### src/design/cgp_pkg.sv
package cgp_pkg;

  localparam logic [7:0] CH_ZERO = 8'h30;  // '0'
  localparam logic [7:0] CH_NINE = 8'h39;  // '9'
  localparam logic [7:0] CH_A    = 8'h41;  // 'A'
  localparam logic [7:0] CH_Z    = 8'h5A;  // 'Z'
  localparam logic [7:0] CH_D    = 8'h44;  // 'D'
  localparam logic [7:0] CH_H    = 8'h48;  // 'H'
  localparam logic [7:0] CH_S    = 8'h53;  // 'S'

  localparam int OUT_LEN_W  = 32;
  localparam int OUT_DATA_W = 136;

  // character class of one beat
  typedef struct packed {
    logic       is_digit;
    logic       is_letter;
    logic       is_del;
    logic       is_clip;
    logic [3:0] digit;
  } char_class_t;

  // one finished string
  typedef struct packed {
    logic                 parse_error;
    logic [OUT_LEN_W-1:0] last_op_length;
    logic [OUT_LEN_W-1:0] first_op_length;
    logic                 back_clipped;
    logic                 front_clipped;
    logic [OUT_LEN_W-1:0] aligned_length;
    logic [OUT_LEN_W-1:0] read_length;
  } result_t;

endpackage

### src/design/cgp_decode.sv
module cgp_decode
  import cgp_pkg::*;
(
  input  logic [7:0]  char_code,
  output char_class_t cls
);

  always_comb begin
    cls.is_digit  = (char_code >= CH_ZERO) && (char_code <= CH_NINE);
    cls.is_letter = (char_code >= CH_A) && (char_code <= CH_Z);
    cls.is_del    = (char_code == CH_D);
    cls.is_clip   = (char_code == CH_S) || (char_code == CH_H);
    cls.digit     = 4'(char_code - CH_ZERO);
  end

endmodule

### src/design/cgp_core.sv
module cgp_core
  import cgp_pkg::*;
#(
  parameter int LENGTH_BITS = 32
) (
  input  logic        clk,
  input  logic        rst_n,
  input  logic        fire,
  input  char_class_t cls,
  input  logic        eos,
  output result_t     res
);

  localparam int L = LENGTH_BITS;

  logic [L-1:0] acc_r, acc_nxt;
  logic [L-1:0] rd_sum_r, rd_sum_nxt;
  logic [L-1:0] al_sum_r, al_sum_nxt;
  logic         have_first_r, have_first_nxt;
  logic         first_clip_r, first_clip_nxt;
  logic [L-1:0] first_len_r, first_len_nxt;
  logic         recent_clip_r, recent_clip_nxt;
  logic [L-1:0] recent_len_r, recent_len_nxt;
  logic         err_r, err_nxt;

  function automatic logic [L-1:0] sat_add(input logic [L-1:0] a, input logic [L-1:0] b);
    logic [L:0] s;
    s = {1'b0, a} + {1'b0, b};
    return s[L] ? {L{1'b1}} : s[L-1:0];
  endfunction

  // clamp an L-bit length onto the 32-bit result field
  function automatic logic [OUT_LEN_W-1:0] clamp(input logic [L-1:0] v);
    logic [L+OUT_LEN_W-1:0] ext;
    ext = {{OUT_LEN_W{1'b0}}, v};
    return (ext[L+OUT_LEN_W-1:OUT_LEN_W] != '0) ? {OUT_LEN_W{1'b1}}
                                                 : ext[OUT_LEN_W-1:0];
  endfunction

  // acc*10 + d as shifts and adds, saturating
  logic [L+3:0] dec_wide;
  logic [L-1:0] dec_sat;
  always_comb begin
    dec_wide = ({4'b0, acc_r} << 3) + ({4'b0, acc_r} << 1) + (L+4)'(cls.digit);
    dec_sat  = (dec_wide[L+3:L] != 4'b0) ? {L{1'b1}} : dec_wide[L-1:0];
  end

  always_comb begin
    acc_nxt         = acc_r;
    rd_sum_nxt      = rd_sum_r;
    al_sum_nxt      = al_sum_r;
    have_first_nxt  = have_first_r;
    first_clip_nxt  = first_clip_r;
    first_len_nxt   = first_len_r;
    recent_clip_nxt = recent_clip_r;
    recent_len_nxt  = recent_len_r;
    err_nxt         = err_r;

    if (fire) begin
      if (cls.is_digit) begin
        acc_nxt = dec_sat;
      end else if (cls.is_letter) begin
        if (!cls.is_del) begin
          rd_sum_nxt = sat_add(rd_sum_r, acc_r);
          if (!cls.is_clip) begin
            al_sum_nxt = sat_add(al_sum_r, acc_r);
          end
        end
        if (!have_first_r) begin
          have_first_nxt = 1'b1;
          first_clip_nxt = cls.is_clip;
          first_len_nxt  = acc_r;
        end
        recent_clip_nxt = cls.is_clip;
        recent_len_nxt  = acc_r;
        acc_nxt         = '0;
      end else begin
        err_nxt = 1'b1;
      end
      // trailing digit flags an error
      if (eos && cls.is_digit) begin
        err_nxt = 1'b1;
      end
    end

    res.read_length     = clamp(rd_sum_nxt);
    res.aligned_length  = clamp(al_sum_nxt);
    res.front_clipped   = first_clip_nxt;
    res.back_clipped    = recent_clip_nxt;
    res.first_op_length = clamp(first_len_nxt);
    res.last_op_length  = clamp(recent_len_nxt);
    res.parse_error     = err_nxt;
  end

  always_ff @(posedge clk) begin
    if (!rst_n || (fire && eos)) begin
      acc_r         <= '0;
      rd_sum_r      <= '0;
      al_sum_r      <= '0;
      have_first_r  <= 1'b0;
      first_clip_r  <= 1'b0;
      first_len_r   <= '0;
      recent_clip_r <= 1'b0;
      recent_len_r  <= '0;
      err_r         <= 1'b0;
    end else begin
      acc_r         <= acc_nxt;
      rd_sum_r      <= rd_sum_nxt;
      al_sum_r      <= al_sum_nxt;
      have_first_r  <= have_first_nxt;
      first_clip_r  <= first_clip_nxt;
      first_len_r   <= first_len_nxt;
      recent_clip_r <= recent_clip_nxt;
      recent_len_r  <= recent_len_nxt;
      err_r         <= err_nxt;
    end
  end

endmodule

### src/design/cgp_out_reg.sv
module cgp_out_reg
  import cgp_pkg::*;
(
  input  logic                  clk,
  input  logic                  rst_n,
  input  logic                  load,
  input  result_t               res,
  output logic                  free,
  output logic                  out_tvalid,
  input  logic                  out_tready,
  output logic [OUT_DATA_W-1:0] out_tdata
);

  logic    vld_r, vld_nxt;
  result_t res_r;

  assign free = !vld_r || out_tready;

  always_comb begin
    vld_nxt = vld_r;
    if (load) begin
      vld_nxt = 1'b1;
    end else if (out_tready) begin
      vld_nxt = 1'b0;
    end
  end

  always_ff @(posedge clk) begin
    if (!rst_n) begin
      vld_r <= 1'b0;
    end else begin
      vld_r <= vld_nxt;
    end
  end

  always_ff @(posedge clk) begin
    if (load) begin
      res_r <= res;
    end
  end

  assign out_tvalid = vld_r;
  assign out_tdata  = OUT_DATA_W'(res_r);

endmodule

### src/design/cigar_string_parser.sv
// Path: a final character goes through the input register, then the update
// logic into the result register, which drives the result beat.
// Throughput: one character per cycle; the only stall is a final character
// waiting while the result register still holds an untaken result.
// Reset: rst_n synchronous active low; clears the running lengths and flags and all valids.
module cigar_string_parser
  import cgp_pkg::*;
#(
  parameter int LENGTH_BITS = 32
) (
  input  logic                  clk,
  input  logic                  rst_n,
  // input characters
  input  logic                  in_tvalid,
  output logic                  in_tready,
  input  logic [7:0]            in_tdata,   // [7:0] char_code
  input  logic                  in_tlast,   // end_of_string
  // one result beat per string
  output logic                  out_tvalid,
  input  logic                  out_tready,
  // [31:0] read_length, [63:32] aligned_length, [64] front_clipped,
  // [65] back_clipped, [97:66] first_op_length, [129:98] last_op_length,
  // [130] parse_error, [135:131] zero
  output logic [OUT_DATA_W-1:0] out_tdata
);

  // input register stage
  logic       s1_vld_r, s1_vld_nxt;
  logic [7:0] s1_char_r;
  logic       s1_eos_r;

  logic        out_free;
  logic        fire;
  char_class_t cls;
  result_t     res;

  // a non-final character never needs the result register
  assign fire      = s1_vld_r && (!s1_eos_r || out_free);
  assign in_tready = !s1_vld_r || fire;

  always_comb begin
    s1_vld_nxt = s1_vld_r;
    if (in_tvalid && in_tready) begin
      s1_vld_nxt = 1'b1;
    end else if (fire) begin
      s1_vld_nxt = 1'b0;
    end
  end

  always_ff @(posedge clk) begin
    if (!rst_n) begin
      s1_vld_r <= 1'b0;
    end else begin
      s1_vld_r <= s1_vld_nxt;
    end
  end

  always_ff @(posedge clk) begin
    if (in_tvalid && in_tready) begin
      s1_char_r <= in_tdata;
      s1_eos_r  <= in_tlast;
    end
  end

  cgp_decode u_decode (
    .char_code (s1_char_r),
    .cls       (cls)
  );

  // running sums, first/last op tracking; clears itself after the final beat
  cgp_core #(
    .LENGTH_BITS (LENGTH_BITS)
  ) u_core (
    .clk   (clk),
    .rst_n (rst_n),
    .fire  (fire),
    .cls   (cls),
    .eos   (s1_eos_r),
    .res   (res)
  );

  cgp_out_reg u_out (
    .clk        (clk),
    .rst_n      (rst_n),
    .load       (fire && s1_eos_r),
    .res        (res),
    .free       (out_free),
    .out_tvalid (out_tvalid),
    .out_tready (out_tready),
    .out_tdata  (out_tdata)
  );

  // Checks
  a_rst_clears_out: assert property (@(posedge clk) !rst_n |=> !out_tvalid)
    else $error("result valid after reset");

  a_result_from_final: assert property (@(posedge clk) disable iff (!rst_n)
    $rose(out_tvalid) |-> $past(fire && s1_eos_r))
    else $error("result without a final character");

  a_aligned_le_read: assert property (@(posedge clk) disable iff (!rst_n)
    out_tvalid |-> (out_tdata[63:32] <= out_tdata[31:0]))
    else $error("aligned length exceeds read length");

  a_empty_ready: assert property (@(posedge clk) disable iff (!rst_n)
    !s1_vld_r |-> in_tready)
    else $error("empty input stage not ready");

endmodule

### config.mk
export PLATFORM = sky130hd
export DESIGN_NAME = cigar_string_parser
export DESIGN_NICKNAME = d
export VERILOG_FILES = /design/src/design/cgp_pkg.sv /design/src/design/cgp_decode.sv /design/src/design/cgp_core.sv /design/src/design/cgp_out_reg.sv /design/src/design/cigar_string_parser.sv
export SDC_FILE = /design/constraint.sdc
export NUM_CORES = 1
export LEC_CHECK = 0
export BUFFER_PORTS_ARGS = -buffer_cell sky130_fd_sc_hd__buf_2
export CORE_ASPECT_RATIO = 1.1
export CORE_MARGIN = 3
export CORE_UTILIZATION = 45
export DETAILED_ROUTE_END_ITERATION = 8
export SKIP_CTS_REPAIR_TIMING = 1
export SYNTH_ARGS = -nofsm -noshare
export SYNTH_HDL_FRONTEND = slang
export SYNTH_SLANG_ARGS = --single-unit
### constraint.sdc
create_clock -name clk -period 5.9 [get_ports clk]
set_clock_uncertainty 0.1 [all_clocks]
set_input_delay 0.295 -clock clk [delete_from_list [all_inputs] [get_ports clk]]
set_output_delay 0.295 -clock clk [all_outputs]
set_load 0.01 [all_outputs]
# == Word level (Yosys, flattened, before mapping) ==
# Cells that the tools add are included.
# totals
out_inout_bits,138
elab_cells,90
ff_bits,306
inputBits,13
# op_classes
magnitude_cmp,4
reduce_logical,21
n_eq_ne,3
n_addsub,5
n_bitwise,1
muxes,36
# ops
cell,count
32-bit two-way mux,21
32-bit by 32-bit adder with 33-bit output,2
35-bit by 33-bit adder with 36-bit output,1
36-bit by 4-bit adder with 36-bit output,1
"8-bit by 7-bit == test with 1-bit output, second input constant",3
1-bit two-way mux,15
"8-bit by 6-bit greater-or-equal comparator with 1-bit output, second input constant",1
"8-bit by 7-bit greater-or-equal comparator with 1-bit output, second input constant",1
"8-bit by 6-bit less-or-equal comparator with 1-bit output, second input constant",1
"8-bit by 7-bit less-or-equal comparator with 1-bit output, second input constant",1
1-bit logical AND,6
2-bit nonzero test,3
1-bit logical OR,5
1-bit logical NOT,4
4-bit nonzero test,1
"4-bit by 1-bit subtractor with 4-bit output, second input constant",1
3-bit AND reduction,1
2-bit AND reduction,1
1-bit inverter,1

# == Depth between registers and ports, before layout ==
# logic_depth
depth_word,7
depth_mapped,15
mapped_depth_nobuf,13

# == Cells and area by module ==
# A second synthesis with hierarchy kept.
# hier_totals
hier_cells,1601
hier_area_um2,16420.7
# modules_own_cells
module,seq_area_each_um2,n_inst,area_each_um2,cells_per_inst
cgp_core,3283.1,1,11916.4,1424
cgp_out_reg,3953.8,1,4023.9,141
cigar_string_parser,290.3,1,352.8,17
cgp_decode,0.0,1,127.6,19

# == Least setup slack after synthesis ==
# No wires, ideal clock.
# synth_path
path_type,reg-to-reg
from,"register u_out.vld_r, in the netlist u_out.out_tvalid"
to,"register u_out.res_r, in the netlist u_out.out_tdata[0] (enable)"
path_stages_with_launch,5
path_slack_ps,1969
setup_ps,484
t_arrival_ps,3347
path_buffers,0
required_ps,5316
path_cell_list,dfxtp_1 nor2b_1 a21boi_1 nand2_1 inv_1
# synth_between
elab_chain_cells,5
# synth_rtl
element,line_no,source
from (decl),cgp_out_reg.sv:14,"logic vld_r, vld_nxt;"
from (signal assigned),cgp_out_reg.sv:32,vld_r <= vld_nxt;
1-bit logical NOT,cgp_out_reg.sv:17,assign free = !vld_r || out_tready;
1-bit logical OR,cgp_out_reg.sv:17,
1-bit logical OR,cigar_string_parser.sv:38,assign fire = s1_vld_r && (!s1_eos_r || out_free);
1-bit logical AND,cigar_string_parser.sv:38,
1-bit logical AND,cigar_string_parser.sv:85,".load (fire && s1_eos_r),"
named net u_out.load,cgp_out_reg.sv:6,"input logic load,"
to (signal assigned),cgp_out_reg.sv:38,res_r <= res;
to (decl),cgp_out_reg.sv:15,result_t res_r;
# The timed path passes the listed nets, and every way through them passes these cells.
# A chain may end at the register's enable or synchronous reset.

# == Worst setup path in the final report ==
# layout_path
from,register s1_char_r[3]
to,register u_core.acc_r[28]
# layout_between
elab_chain_cells,5
elab_cells_between_ends,13
classes_between,add/sub (2); order compare (4); mux (2); reduce/logical (5)
# layout_rtl
element,line_no,source
from (decl),cigar_string_parser.sv:29,logic [7:0] s1_char_r;
from (signal assigned),cigar_string_parser.sv:60,s1_char_r <= in_tdata;
4-bit by 1-bit subtractor with 4-bit output,cgp_decode.sv:13,cls.digit = 4'(char_code - CH_ZERO);
36-bit by 4-bit adder with 36-bit output,cgp_core.sv:44,"dec_wide = ({4'b0, acc_r} << 3) + ({4'b0, acc_r} << 1) + (L+4)'(cls.digit);"
4-bit nonzero test,cgp_core.sv:45,dec_sat = (dec_wide[L+3:L] != 4'b0) ? {L{1'b1}} : dec_wide[L-1:0];
32-bit two-way mux,cgp_core.sv:45,
32-bit two-way mux,cgp_core.sv:60,if (cls.is_digit) begin
to (signal assigned),cgp_core.sv:107,acc_r <= acc_nxt;
to (decl),cgp_core.sv:16,"logic [L-1:0] acc_r, acc_nxt;"
# Parallel ways exist; a longest one is shown, timed or not.

==> key figures <==
Critical path
  – Nature of the critical path startpoint: flop
  – Reg2reg setup slack: 1550 ps
  – WP data arrival: 4710 ps
  – Slowest cell on the critical path: and2_1
  – Data required, critical path: 6260 ps
  – R2R Path Start: s1_char_r[3]
  – Critical-path cell list: fa_1 > inv_1 > fa_1 > nand2b_1 > a21oi_1 > o21ai_1 > a211oi_1 > nor3_2 > mux2i_1 > a211o_1 > and2_1 > a221o_1
  – CP Max Fanout: 28
  – Setup crit end kind: flop
  – Delay-heaviest family, CP: compound AO/OA/AOI/OAI gates
  – CP Class: reg2reg
  – CP peak stage delay: 920 ps
  – Worst Reg-to-Reg Cells: 12
  – WP buf/inv: 1
  – Crit path top cell by count: fa_1
  – Reg-to-Reg End: u_core.acc_r[28]

GRT
  – Initial antenna violation count: 1
  – GRT Total Usage: 21.13%
  – Pin count of the biggest net entering global routing: 65
  – Number of global-route vias before repair: 11.65k
  – Grt total ovfl: 0
  – First-pass GRT wire length: 64.72 mm

Yosys
  – EDFF count, synth: 140
  – Seq/Total Area, Yosys: 46.33%
  – Synth Instances: 1519
  – Synth async-reset ratio: 0%
  – Synth warn: 0
  – Most frequent cell after synthesis: dfxtp_1
  – Yosys top cell by area: edfxtp_1
  – Synth area leaders: edfxtp_1 26%, dfxtp_1 20%, ha_1 9.8%, mux2_2 4.6%, and2_1 4.1%
  – Mapped cell area: 16250 um2
  – Distinct cells, synth: 79
  – Ys flop type: dfxtp_1
  – Synth top area share: 25.88%
  – Avg Cell Area, Syn: 10.69 um2
  – Synth top cells by count: 166 x dfxtp_1, 140 x edfxtp_1, 127 x ha_1
  – Synth Register Bits: 306

Floorplan
  – Area of the die: 38420 um2
  – # rows: 72
  – Core region area: 35400 um2
  – Die Y: 205.3 um
  – Ports: 151
  – Initial Util: 45.89%
  – Width of the die: 187.2 um

Hold path
  – Worst Hold Class: in2reg
  – Hold_sp: out_tready
  – Hold depth: 4
  – Hold-critical path endpoint: s1_vld_r

Finish
  – Register area: 7527 um2
  – # diodes: 0
  – Area of the multi-input gates: 8308 um2
  – Area growth syn-to-layout: 14.92%
  – Fillers: 3173
  – Share of cells above drive strength 1: 18.25%
  – Non-Filler Instances: 2169
  – Post-Route Utilization: 52.73%
  – Layout Nets: 1805

Placed design
  – Pre-CTS WS: 1600 ps
  – DPL Wire Length: 29.28 mm
  – Post-placement cell count: 2093
  – Gpl congestion: 0.8920
  – I/O Buffers: 145

Timing
  – Fin crit period: 4354 ps
  – Setup TNS Final: 0 ps
  – Setup-failing EPs final: 0
  – Final Slew Violations: 0
  – RSZ-0062 raised after global routing: false
  – Relative slew slack: 23.92%
  – Worst slew pin tran: 1141 ps
  – Final Hold Viols: 0
  – F_max: 229.7 MHz
  – Tcrit/Tclk final: 73.80%
  – Setup WS post-layout: 1546 ps

CTS
  – Reg clk slew, reported paths: 60 ps
  – Clk Latency, worst-skew pair: 530 ps
  – H-tree depth: 2
  – Clock Sinks: 306
  – Root Buffer: clkbuf_16
  – Clock Path Buffers: 3
  – TritonCTS clock tree: built
  – CTS buffer count: 35

Power and ir drop
  – Max VDD drop: 0.2266 mV
  – Switching share of power: 21.54%
  – Internal: 3663 uW
  – Clk pwr share: 47.7%
  – Switching power: 1006 uW
  – Power Density: 250.1 nW/um2
  – Comb pwr share: 3.7%
  – Static Leak: 0.008018 uW
  – Seq pwr share: 48.7%

Routing
  – TritonRoute pass-1 iters: 5
  – Drt total wl: 41.64 mm
  – DRC viols: 0
  – Routed vias/inst: 5.595
  – Via count: 12.14k
  – Drt wl/cell: 19.20 um
  – Post-DRT Antenna Nets: 0
  – DR iter-0 viols: 768

Outcome
  – Status: finished, final reports clean

Job
  – Max Cap Viol: 0
==> worst register-to-register path: cells and delay by family, from the launching register on <==
kind	cells	cell delay, ps
AOI/OAI and AO/OA	5	1260
adders and majority gates	2	1060
buffers and inverters	1	70
DFF	1	470
muxes	1	150
and+or+nand+nor	3	1170
==> final cells by class <==
| cell class | count | share of cell area, % |
|---|---|---|
| inverters | 33 | 0.6769 |
| clock buffers | 44 | 4.986 |
| well taps | 481 | 3.224 |
| multi-input cells | 1117 | 44.50 |
| clock inverters | 20 | 1.320 |
| repair buffers | 168 | 4.973 |
| flip-flops and latches | 306 | 40.32 |
==> flip-flops by register name, summed over array words and instances, names as in the netlist, 8 cells and up <==
register	flops
u_out.out_tdata	131
u_core.first_len_r	32
s1_char_r	8
u_core.recent_len_r	32
u_core.acc_r	32
u_core.al_sum_r	32
u_core.rd_sum_r	32
==> cells in the final DEF (no fill, tap or decap), types with 60 or more instances in the layout <==
| master | count |
|---|---|
| a21oi_1 | 104 |
| and2_1 | 106 |
| buf_2 | 145 |
| dfxtp_1 | 166 |
| edfxtp_1 | 140 |
| ha_1 | 127 |
| mux2_2 | 66 |
| nand2_1 | 73 |
| nor2_1 | 100 |
| xnor2_1 | 60 |
==> cell families after synthesis <==
group | Yosys count | synth area share [%]
compound gates | 419 | 18.39
xor+xnor | 83 | 4.475
fa+ha+maj | 131 | 10.27
buf+inv | 100 | 2.819
flops | 306 | 46.33
mux | 68 | 4.698
other cells | 1 | 0.02308
simple gates | 411 | 12.99
==> metrics by stage <==
step                      area (um2)  total power [uW]  hold slack, ps
final                          18670              4669           58.71
after global routing           18670              4829           102.9
after CTS                      18550              4728          -188.1
after detailed placement       17370              2486           371.5
after global placement         17370              2484           343.3
after floorplan                16260              2422           293.9
==> layer usage <==
metal,vias up,part of all wire [%],track usage [%]
met4,2,3.0,6.724
met3,70,4.7,3.357
met1,5817,45,28.22
met5,-,0.031,0
met2,301,47,35.37
li1,5946,-,-
==> how the worst max path moves through the flow <==
stage / from / endpoint / slack, ps / depth (start not counted)
2_1_floorplan: u_out.out_tvalid / u_out.out_tdata[0] / 1970 / 4
4_1_cts: u_core.acc_r[0] / u_core.acc_r[28] / 1570 / 11
6_report: s1_char_r[3] / u_core.acc_r[28] / 1550 / 12
3_5_place_dp: u_core.acc_r[0] / u_core.acc_r[28] / 1600 / 11
5_1_grt: s1_char_r[3] / u_core.acc_r[17] / 1290 / 12
3_3_place_gp: u_core.acc_r[2] / u_core.acc_r[28] / 1710 / 11
==> power by group through the flow <==
| stage | registers [uW] | logic (uW) | clock network (uW) |
|---|---|---|---|
| after detailed placement | 2320 | 168 | 0 |
| after global routing | 2280 | 189 | 2360 |
| after floorplan | 2330 | 89.0 | 0 |
| after global placement | 2320 | 166 | 0 |
| final | 2270 | 172 | 2220 |
| after CTS | 2270 | 168 | 2290 |
(Power assumes the default switching activity.)
